$ cat src/rc4_pkg.sv
// ----------------------------------------------------------------------------
// rc4_pkg
// Shared widths, control word layout and status bundle for the rc4 block.
// ----------------------------------------------------------------------------
package rc4_pkg;

	// data path widths
	localparam int BYTE_W        = 8;
	localparam int PERM_DEPTH    = 256;
	localparam int MAX_KEY_BYTES = 32;
	localparam int KCNT_W        = $clog2(MAX_KEY_BYTES + 1);
	localparam int KADDR_W       = (MAX_KEY_BYTES > 1) ? $clog2(MAX_KEY_BYTES) : 1;
	localparam int UPC_W         = 4;

	typedef logic [BYTE_W-1:0] byte_t;

	// permutation read address source
	typedef enum logic [1:0] {
		RD_I,   // index i
		RD_I1,  // index i plus one
		RD_J,   // updated index j
		RD_T    // S[i] + S[j]
	} rd_sel_t;

	// permutation write source
	typedef enum logic [1:0] {
		WR_NONE,
		WR_I,   // S[i] <= read data
		WR_J    // S[j] <= saved S[i]
	} wr_sel_t;

	// sequencing mode
	typedef enum logic [1:0] {
		BR_NEXT,  // step + 1
		BR_JUMP,  // cond ? target : step + 1
		BR_HOLD   // cond ? target : step
	} branch_t;

	// branch conditions
	typedef enum logic [2:0] {
		C_TRUE,
		C_ACCEPT,
		C_DATA,
		C_MORE_KEY,
		C_MORE_ROUNDS,
		C_OUT_FREE
	} cond_t;

	// one microcode word
	typedef struct packed {
		logic             in_rdy;
		logic             rd_en;
		rd_sel_t          rd_sel;
		wr_sel_t          wr_sel;
		logic             perm_clr;
		logic             i_inc;
		logic             i_clr;
		logic             j_ld;
		logic             j_clr;
		logic             use_key;
		logic             si_ld;
		logic             sj_ld;
		logic             t_ld;
		logic             out_ld;
		logic             key_wr;
		logic             kpos_adv;
		logic             kpos_clr;
		logic             kcnt_clr;
		branch_t          br;
		cond_t            cond;
		logic [UPC_W-1:0] target;
	} ctrl_t;

	// datapath status seen by the sequencer
	typedef struct packed {
		logic accept;
		logic act_data;
		logic more_key;
		logic more_rounds;
		logic out_free;
	} status_t;

endpackage

$ cat src/rc4_perm_ram.sv
// ----------------------------------------------------------------------------
// rc4_perm_ram
// Permutation memory: one write and one registered read port, with a valid
// bit per entry so that an unwritten entry reads as its own address.
// ----------------------------------------------------------------------------
module rc4_perm_ram (
	input  logic          clk,
	input  logic          arst_n,
	input  logic          clr,
	input  logic          re,
	input  rc4_pkg::byte_t raddr,
	output rc4_pkg::byte_t rdata,
	input  logic          we,
	input  rc4_pkg::byte_t waddr,
	input  rc4_pkg::byte_t wdata
);

	rc4_pkg::byte_t                      mem_q [rc4_pkg::PERM_DEPTH];
	logic [rc4_pkg::PERM_DEPTH-1:0]      valid_q;
	rc4_pkg::byte_t                      rdata_q;

	// valid bits: cleared at reset and on a new schedule
	always_ff @(posedge clk or negedge arst_n) begin
		if (!arst_n) begin
			valid_q <= '0;
		end else if (clr) begin
			valid_q <= '0;
		end else if (we) begin
			valid_q[waddr] <= 1'b1;
		end
	end

	// storage and registered read, identity where not yet written
	always_ff @(posedge clk) begin
		if (we) begin
			mem_q[waddr] <= wdata;
		end
		if (re) begin
			rdata_q <= valid_q[raddr] ? mem_q[raddr] : raddr;
		end
	end

	assign rdata = rdata_q;

endmodule

$ cat src/rc4_useq.sv
// ----------------------------------------------------------------------------
// rc4_useq
// Microcode sequencer: step counter, control store and conditional branch.
// ----------------------------------------------------------------------------
module rc4_useq (
	input  logic             clk,
	input  logic             arst_n,
	input  rc4_pkg::status_t stat,
	output rc4_pkg::ctrl_t   cw
);

	typedef enum logic [rc4_pkg::UPC_W-1:0] {
		ST_IDLE,
		ST_DISP,
		ST_KEYW,
		ST_SINIT,
		ST_S0,
		ST_S1,
		ST_S2,
		ST_S3,
		ST_SDONE,
		ST_K0,
		ST_K1,
		ST_K2,
		ST_K3
	} step_t;

	step_t upc_q;
	step_t upc_d;
	step_t upc_inc;
	logic  hit;

	// control store
	always_comb begin
		cw = '0;
		unique case (upc_q)
			ST_IDLE: begin
				cw.in_rdy = 1'b1;
				cw.br     = rc4_pkg::BR_HOLD;
				cw.cond   = rc4_pkg::C_ACCEPT;
				cw.target = ST_DISP;
			end
			ST_DISP: begin
				cw.br     = rc4_pkg::BR_JUMP;
				cw.cond   = rc4_pkg::C_DATA;
				cw.target = ST_K0;
			end
			ST_KEYW: begin
				cw.key_wr = 1'b1;
				cw.br     = rc4_pkg::BR_JUMP;
				cw.cond   = rc4_pkg::C_MORE_KEY;
				cw.target = ST_IDLE;
			end
			ST_SINIT: begin
				cw.perm_clr = 1'b1;
				cw.i_clr    = 1'b1;
				cw.j_clr    = 1'b1;
				cw.kpos_clr = 1'b1;
			end
			ST_S0: begin
				cw.rd_en  = 1'b1;
				cw.rd_sel = rc4_pkg::RD_I;
			end
			ST_S1: begin
				cw.rd_en   = 1'b1;
				cw.rd_sel  = rc4_pkg::RD_J;
				cw.si_ld   = 1'b1;
				cw.j_ld    = 1'b1;
				cw.use_key = 1'b1;
			end
			ST_S2: begin
				cw.wr_sel = rc4_pkg::WR_I;
			end
			ST_S3: begin
				cw.wr_sel   = rc4_pkg::WR_J;
				cw.i_inc    = 1'b1;
				cw.kpos_adv = 1'b1;
				cw.br       = rc4_pkg::BR_JUMP;
				cw.cond     = rc4_pkg::C_MORE_ROUNDS;
				cw.target   = ST_S0;
			end
			ST_SDONE: begin
				cw.i_clr    = 1'b1;
				cw.j_clr    = 1'b1;
				cw.kcnt_clr = 1'b1;
				cw.br       = rc4_pkg::BR_JUMP;
				cw.cond     = rc4_pkg::C_TRUE;
				cw.target   = ST_IDLE;
			end
			ST_K0: begin
				cw.rd_en  = 1'b1;
				cw.rd_sel = rc4_pkg::RD_I1;
				cw.i_inc  = 1'b1;
			end
			ST_K1: begin
				cw.rd_en  = 1'b1;
				cw.rd_sel = rc4_pkg::RD_J;
				cw.si_ld  = 1'b1;
				cw.j_ld   = 1'b1;
			end
			ST_K2: begin
				cw.rd_en  = 1'b1;
				cw.rd_sel = rc4_pkg::RD_T;
				cw.wr_sel = rc4_pkg::WR_I;
				cw.sj_ld  = 1'b1;
				cw.t_ld   = 1'b1;
			end
			ST_K3: begin
				cw.wr_sel = rc4_pkg::WR_J;
				cw.out_ld = 1'b1;
				cw.br     = rc4_pkg::BR_HOLD;
				cw.cond   = rc4_pkg::C_OUT_FREE;
				cw.target = ST_IDLE;
			end
			default: begin
				cw.br     = rc4_pkg::BR_JUMP;
				cw.cond   = rc4_pkg::C_TRUE;
				cw.target = ST_IDLE;
			end
		endcase
	end

	// branch condition select
	always_comb begin
		unique case (cw.cond)
			rc4_pkg::C_TRUE:        hit = 1'b1;
			rc4_pkg::C_ACCEPT:      hit = stat.accept;
			rc4_pkg::C_DATA:        hit = stat.act_data;
			rc4_pkg::C_MORE_KEY:    hit = stat.more_key;
			rc4_pkg::C_MORE_ROUNDS: hit = stat.more_rounds;
			rc4_pkg::C_OUT_FREE:    hit = stat.out_free;
			default:                hit = 1'b1;
		endcase
	end

	// next step
	assign upc_inc = step_t'(upc_q + 1'b1);

	always_comb begin
		unique case (cw.br)
			rc4_pkg::BR_NEXT: upc_d = upc_inc;
			rc4_pkg::BR_JUMP: upc_d = hit ? step_t'(cw.target) : upc_inc;
			rc4_pkg::BR_HOLD: upc_d = hit ? step_t'(cw.target) : upc_q;
			default:          upc_d = ST_IDLE;
		endcase
	end

	// step counter
	always_ff @(posedge clk or negedge arst_n) begin
		if (!arst_n) begin
			upc_q <= ST_IDLE;
		end else begin
			upc_q <= upc_d;
		end
	end

endmodule

$ cat src/rc4_stream_cipher.sv
// ----------------------------------------------------------------------------
// rc4_stream_cipher
// RC4 stream cipher: key bytes fill a key store, the last key byte runs the
// key schedule, data bytes come back XORed with the keystream.
// ----------------------------------------------------------------------------
//  channel  ports                                   beat
//  item     item_valid/item_ready, action,          one key byte or data byte
//           value, key_last
//  result   result_valid/result_ready, out_byte     one ciphered byte
//
//  data byte: four permutation memory steps, and the next beat is taken only
//  once the result is loaded; key byte: a key store write; last key byte
//  adds the schedule, a swap round for every permutation entry
//  a waiting result does not block the next beat; a second result waits in
//  the last data step until the output register is free
//  reset gives the identity permutation, zero indices and an empty key
module rc4_stream_cipher (
	input  logic           clk,
	input  logic           arst_n,
	input  logic           item_valid,
	output logic           item_ready,
	input  logic           action,
	input  rc4_pkg::byte_t value,
	input  logic           key_last,
	output logic           result_valid,
	input  logic           result_ready,
	output rc4_pkg::byte_t out_byte
);

	rc4_pkg::ctrl_t   cw;
	rc4_pkg::status_t stat;

	logic           accept;
	logic           out_free;
	logic           act_q;
	logic           klast_q;
	rc4_pkg::byte_t val_q;

	rc4_pkg::byte_t i_q;
	rc4_pkg::byte_t j_q;
	rc4_pkg::byte_t si_q;
	rc4_pkg::byte_t sj_q;
	rc4_pkg::byte_t t_q;
	rc4_pkg::byte_t j_sum;
	rc4_pkg::byte_t ks;

	rc4_pkg::byte_t raddr;
	rc4_pkg::byte_t rdata;
	logic           we;
	rc4_pkg::byte_t waddr;
	rc4_pkg::byte_t wdata;

	rc4_pkg::byte_t                  key_mem_q [rc4_pkg::MAX_KEY_BYTES];
	rc4_pkg::byte_t                  kdata_q;
	logic [rc4_pkg::KCNT_W-1:0]      kcnt_q;
	logic [rc4_pkg::KADDR_W-1:0]     kpos_q;
	logic [rc4_pkg::KCNT_W:0]        kpos_ext;
	logic                            kpos_wrap;
	logic                            key_room;

	rc4_pkg::byte_t out_byte_q;
	logic           result_valid_q;

	// sequencer
	rc4_useq u_useq (
		.clk    (clk),
		.arst_n (arst_n),
		.stat   (stat),
		.cw     (cw)
	);

	// permutation memory
	rc4_perm_ram u_perm (
		.clk    (clk),
		.arst_n (arst_n),
		.clr    (cw.perm_clr),
		.re     (cw.rd_en),
		.raddr  (raddr),
		.rdata  (rdata),
		.we     (we),
		.waddr  (waddr),
		.wdata  (wdata)
	);

	// handshake
	assign item_ready = cw.in_rdy;
	assign accept     = item_valid && item_ready;
	assign out_free   = !result_valid_q || result_ready;

	assign stat.accept      = accept;
	assign stat.act_data    = act_q;
	assign stat.more_key    = !klast_q;
	assign stat.more_rounds = (i_q != rc4_pkg::byte_t'(rc4_pkg::PERM_DEPTH - 1));
	assign stat.out_free    = out_free;

	// input beat capture
	always_ff @(posedge clk) begin
		if (accept) begin
			act_q   <= action;
			val_q   <= value;
			klast_q <= key_last;
		end
	end

	// index j update, with the key byte during the schedule
	assign j_sum = j_q + rdata + (cw.use_key ? kdata_q : rc4_pkg::byte_t'(0));

	// permutation read address
	always_comb begin
		unique case (cw.rd_sel)
			rc4_pkg::RD_I:  raddr = i_q;
			rc4_pkg::RD_I1: raddr = i_q + 1'b1;
			rc4_pkg::RD_J:  raddr = j_sum;
			rc4_pkg::RD_T:  raddr = si_q + rdata;
			default:        raddr = i_q;
		endcase
	end

	// permutation write port
	always_comb begin
		we    = 1'b0;
		waddr = i_q;
		wdata = rdata;
		unique case (cw.wr_sel)
			rc4_pkg::WR_I: begin
				we    = 1'b1;
				waddr = i_q;
				wdata = rdata;
			end
			rc4_pkg::WR_J: begin
				we    = 1'b1;
				waddr = j_q;
				wdata = si_q;
			end
			default: begin
				we = 1'b0;
			end
		endcase
	end

	// indices
	always_ff @(posedge clk or negedge arst_n) begin
		if (!arst_n) begin
			i_q <= '0;
			j_q <= '0;
		end else begin
			if (cw.i_clr) begin
				i_q <= '0;
			end else if (cw.i_inc) begin
				i_q <= i_q + 1'b1;
			end
			if (cw.j_clr) begin
				j_q <= '0;
			end else if (cw.j_ld) begin
				j_q <= j_sum;
			end
		end
	end

	// swap operands and output address
	always_ff @(posedge clk) begin
		if (cw.si_ld) begin
			si_q <= rdata;
		end
		if (cw.sj_ld) begin
			sj_q <= rdata;
		end
		if (cw.t_ld) begin
			t_q <= si_q + rdata;
		end
	end

	// keystream byte, forwarding the swap not yet seen by the read
	always_comb begin
		priority if (t_q == j_q) begin
			ks = si_q;
		end else if (t_q == i_q) begin
			ks = sj_q;
		end else begin
			ks = rdata;
		end
	end

	// key store control
	assign key_room  = (kcnt_q < rc4_pkg::KCNT_W'(rc4_pkg::MAX_KEY_BYTES));
	assign kpos_ext  = (rc4_pkg::KCNT_W + 1)'(kpos_q) + 1'b1;
	assign kpos_wrap = (kpos_ext >= (rc4_pkg::KCNT_W + 1)'(kcnt_q));

	always_ff @(posedge clk or negedge arst_n) begin
		if (!arst_n) begin
			kcnt_q <= '0;
			kpos_q <= '0;
		end else begin
			if (cw.kcnt_clr) begin
				kcnt_q <= '0;
			end else if (cw.key_wr && key_room) begin
				kcnt_q <= kcnt_q + 1'b1;
			end
			if (cw.kpos_clr) begin
				kpos_q <= '0;
			end else if (cw.kpos_adv) begin
				kpos_q <= kpos_wrap ? '0 : kpos_ext[rc4_pkg::KADDR_W-1:0];
			end
		end
	end

	// key store memory
	always_ff @(posedge clk) begin
		if (cw.key_wr && key_room) begin
			key_mem_q[kcnt_q[rc4_pkg::KADDR_W-1:0]] <= val_q;
		end
		kdata_q <= key_mem_q[kpos_q];
	end

	// output register
	always_ff @(posedge clk or negedge arst_n) begin
		if (!arst_n) begin
			result_valid_q <= 1'b0;
		end else if (cw.out_ld && out_free) begin
			result_valid_q <= 1'b1;
		end else if (result_ready) begin
			result_valid_q <= 1'b0;
		end
	end

	always_ff @(posedge clk) begin
		if (cw.out_ld && out_free) begin
			out_byte_q <= val_q ^ ks;
		end
	end

	assign result_valid = result_valid_q;
	assign out_byte     = out_byte_q;

endmodule
$ cat config.mk
export PLATFORM = sky130hd
export DESIGN_NAME = rc4_stream_cipher
export DESIGN_NICKNAME = d
export VERILOG_FILES = /design/src/rc4_pkg.sv /design/src/rc4_perm_ram.sv /design/src/rc4_useq.sv /design/src/rc4_stream_cipher.sv
export SDC_FILE = /design/constraint.sdc
export NUM_CORES = 2
export LEC_CHECK = 0
export BUFFER_PORTS_ARGS = -buffer_cell sky130_fd_sc_hd__buf_2
export CAP_MARGIN = 25
export CORE_ASPECT_RATIO = 0.7
export CORE_MARGIN = 2
export CORE_UTILIZATION = 30
export CTS_CLUSTER_SIZE = 14
export DETAILED_ROUTE_END_ITERATION = 8
export PLACE_DENSITY_LB_ADDON = 0.15
export SLEW_MARGIN = 20
export SYNTH_ARGS = -nofsm -noshare
export SYNTH_HDL_FRONTEND = slang
export SYNTH_SLANG_ARGS = --single-unit
$ cat constraint.sdc
create_clock -name clk -period 13.9 [get_ports clk]
set_input_delay 0.695 -clock clk [delete_from_list [all_inputs] [get_ports clk]]
set_output_delay 0.695 -clock clk [all_outputs]
set_load 0.02 [all_outputs]
==> impl_metrics.yaml <==
run_status:
  outcome: "completed"
cells_and_area:
  drive_gt1_frac: 0.0998
  layout_commonest_cell: "edfxtp_1"
  seq_area_um2: 78100
  fillers: 35500
  nets: 8547
  multi_input_area_um2: 28700
  syn2layout_area_growth_pct: 13.8
  postLayoutCellArea_um2: 124000
  layout_common_cells: "edfxtp_1, nand2_1, nand3_1"
  fin_cells: 13600
clocking:
  clock_latency_ns: 0.91
  cts_resized: 0
  clockRootBuffer: "clkbuf_16"
  cts_sinks: 2650
  clk_path_buf_depth: 4
  tritoncts: "yes"
  cts_setup_buffers: 0
  path_clk_slew_ns: 0.06
  cts_made_buffers: 276
  cts_max_level: 5
floorplanning:
  dieArea_um2: 369000
  die_y_um: 509
  io_pins: 24
  placement_rows: 185
  core_area_um2: 363000
  die_w_um: 725
  initial_utilization: 0.301
timing:
  drv_slew: 0
  tns_ns: 0
  period_share: 0.641
  rsz0062_at_grt: "no"
  worst_pin_slew_ns: 1.22
  setup_viol: 0
  slew_headroom: 0.187
  min_period_ns: 8.91
  clock_skew_ns: 0.0725
  hold_violations: 0
  clock.fmax_ghz: 0.112
worst_setup_path:
  crit_family: "simple AND/OR/NAND/NOR gates"
  r2r_setup_slack_ns: 4.99
  critical_path.endpoint_type: "flip-flop"
  crit_required_ns: 14.60
  critPathMaxFanout: 119
  r2r-end: "u_perm.rdata[0]"
  timing.rr.start: "u_useq.upc_q[1]"
  crit_top_cell: "buf_4"
  critPathBufInv: 5
  critPathMaxStageDelay_ns: 0.82
  path_class: "reg -> reg"
  cp.arrival_ns: 9.61
  ff2ff_path_depth: 22
  cp_slowest_cell: "and3b_1"
  worstPathCellList: "inv_1, ha_1, and3b_1, and2_1, fa_1, ha_1, nor3b_1, a32oi_2, o211ai_4, buf_4, and2_4, buf_12, buf_4, nand2_1, nand3_1, a31oi_1, a311oi_1, buf_4, a22oi_2, mux2i_2, nand3_1, o32ai_2"
  cp-start-kind: "flip-flop"
global_route:
  grt_max_degree: 164
  grt_pass1_wl_mm: 556
  grt_remaining_overflow: 0
  grt_pass1_vias: 68700
  antenna_found_initial: 31
  globalRouteTotalUtil: 0.209
pwr:
  vdd_ir_drop_max_v: 0.000193
  leakage_nw: 42.6
  power_density_nw_per_um2: 199
  totalPowerFinal_mw: 24.7
synth:
  synthXorXnorAreaFrac: 0.00361
  yosysWarningCount: 0
  syn_area_um2: 109000
  synthTopCellsByArea: "edfxtp_1, nand2_1, dfrtp_1"
  synthArstFlopShare: 0.109
  synth-compound-area-share: 0.0841
  synthFlopType: "edfxtp_1"
  syn_nets: 8537
  syn_inst: 8484
  synthAdderAreaFrac: 0.00509
  yosys.area.top_type: "edfxtp_1"
  synthMuxAreaShare: 0.0185
  synth_top_family_by_area: "simple AND/OR/NAND/NOR gates"
  synth_top_area_frac: 0.647
  synth_seq_area_share: 0.715
  synth-simple-area-share: 0.146
  ys_ff_latch: 2650
  synth_edf_count: 2354
  yosysUniqueCellTypes: 104
  synth.avg_cell_area_um2: 12.9
routing:
  detail_route.first_pass.iterations: 6
  viasPerCell: 5.37
  drt_iter0_drc: 8826
  antenna_left: 0
  route.detailed.drc: 0
  wire_per_inst_um: 29.2
  vias: 73000
  finalWirelength_mm: 397
worst_hold_path:
  min-delay-start: "result_ready"
  hp-class: "in -> reg"
  min_to: "result_valid"
  hold_depth: 3
place:
  hpwl_mm: 234
  post-place-cells: 13000
  gp_congestion: 0.849
  numPortBuffers: 23
  placed_cell_area_um2: 115000
job:
  cap_violations: 0
## final cells by class
cell class / count / area share
Timing Repair Buffer: 325 / 0.0221
Clock inverter: 116 / 0.00692
Inverter: 31 / 0.000936
Tap cell: 4862 / 0.0490
Sequential cell: 2650 / 0.628
Antenna cell: 9 / 0.000181
Clock buffer: 383 / 0.0618
Multi-Input combinational cell: 5210 / 0.231
## cell families (layout without fill, tap and decap cells)
family,Yosys count,count (layout)
other cells,0,9
xor+xnor,45,45
flops,2650,2650
fa+ha+maj,39,39
compound gates,1262,1262
mux,158,158
simple gates,3706,3706
buf+inv,624,855
## synth_stat cells, types with 62 or more instances
library cell  instances
and3_1              286
buf_2               294
o21a_1              259
mux2i_1             112
dfrtp_1             288
o21ai_0             101
a21oi_1             105
a211oi_1            144
a311oi_1            101
clkbuf_1            193
nor2_1              410
edfxtp_1           2354
a32oi_1              62
nand2_1            2127
a31oi_1             239
nand3_1             722
## registers in the layout (all words and copies together) (netlist names)
register	flops
si_q	8
u_perm.mem_q	2048
val_q	8
out_byte	8
kcnt_q	6
kpos_q	5
act_q	1
u_perm.valid_q	256
key_mem_q	256
result_valid	1
kdata_q	8
u_useq.upc_q	4
u_perm.rdata	8
sj_q	8
i_q	8
klast_q	1
j_q	8
t_q	8
## tightest hold or removal path: cells and delay by family
family        cells  cell delay (ns)
buf+inv           1             0.07
simple gates      2             0.24
## power by group
part	switching (mW)	total (mW)	internal, mW
Combinational	6.11	8.04	1.93
Clock	3.24	7.28	4.03
Sequential	0.0995	9.42	9.32
Total	9.45	24.7	15.3
## routing by layer
metal,vias to the layer above,part of all wire,global-route usage
met3,507,0.074,0.0344
met4,6,0.027,0.0506
met2,2815,0.42,0.303
met5,-,0.00010,0
met1,38100,0.48,0.324
li1,31500,-,-
## worst max path at each step
stage / from / to / slack [ns] / cells after the start
finish: u_useq.upc_q[1] / u_perm.rdata[0] / 4.99 / 22
global route: u_useq.upc_q[1] / u_perm.rdata[0] / 4.56 / 21
CTS: u_useq.upc_q[1] / u_perm.rdata[0] / 5.13 / 22
detailed placement: u_useq.upc_q[1] / u_perm.rdata[0] / 5.13 / 22
floorplan: u_useq.upc_q[3] / u_perm.mem_q[0][1] / 3.95 / 11
global placement: u_useq.upc_q[1] / u_perm.rdata[6] / 5.08 / 21
## per-stage QoR
| stage | util | setup WS [ns] | hold slack (ns) |
|---|---|---|---|
| finish | 0.343 | 4.99 | 0.210 |
| global route | 0.343 | 4.56 | 0.201 |
| CTS | 0.341 | 5.13 | 0.164 |
| detailed placement | 0.318 | 5.13 | 0.472 |
| global placement | 0.316 | 5.08 | 0.466 |
| floorplan | - | 3.95 | 0.399 |
## what timing repair did
item	4_1_cts	5_1_grt
hold buffers	11	0
setup endpoints to repair	0	0
hold endpoints to repair	61	0
(Power assumes the default switching activity.)
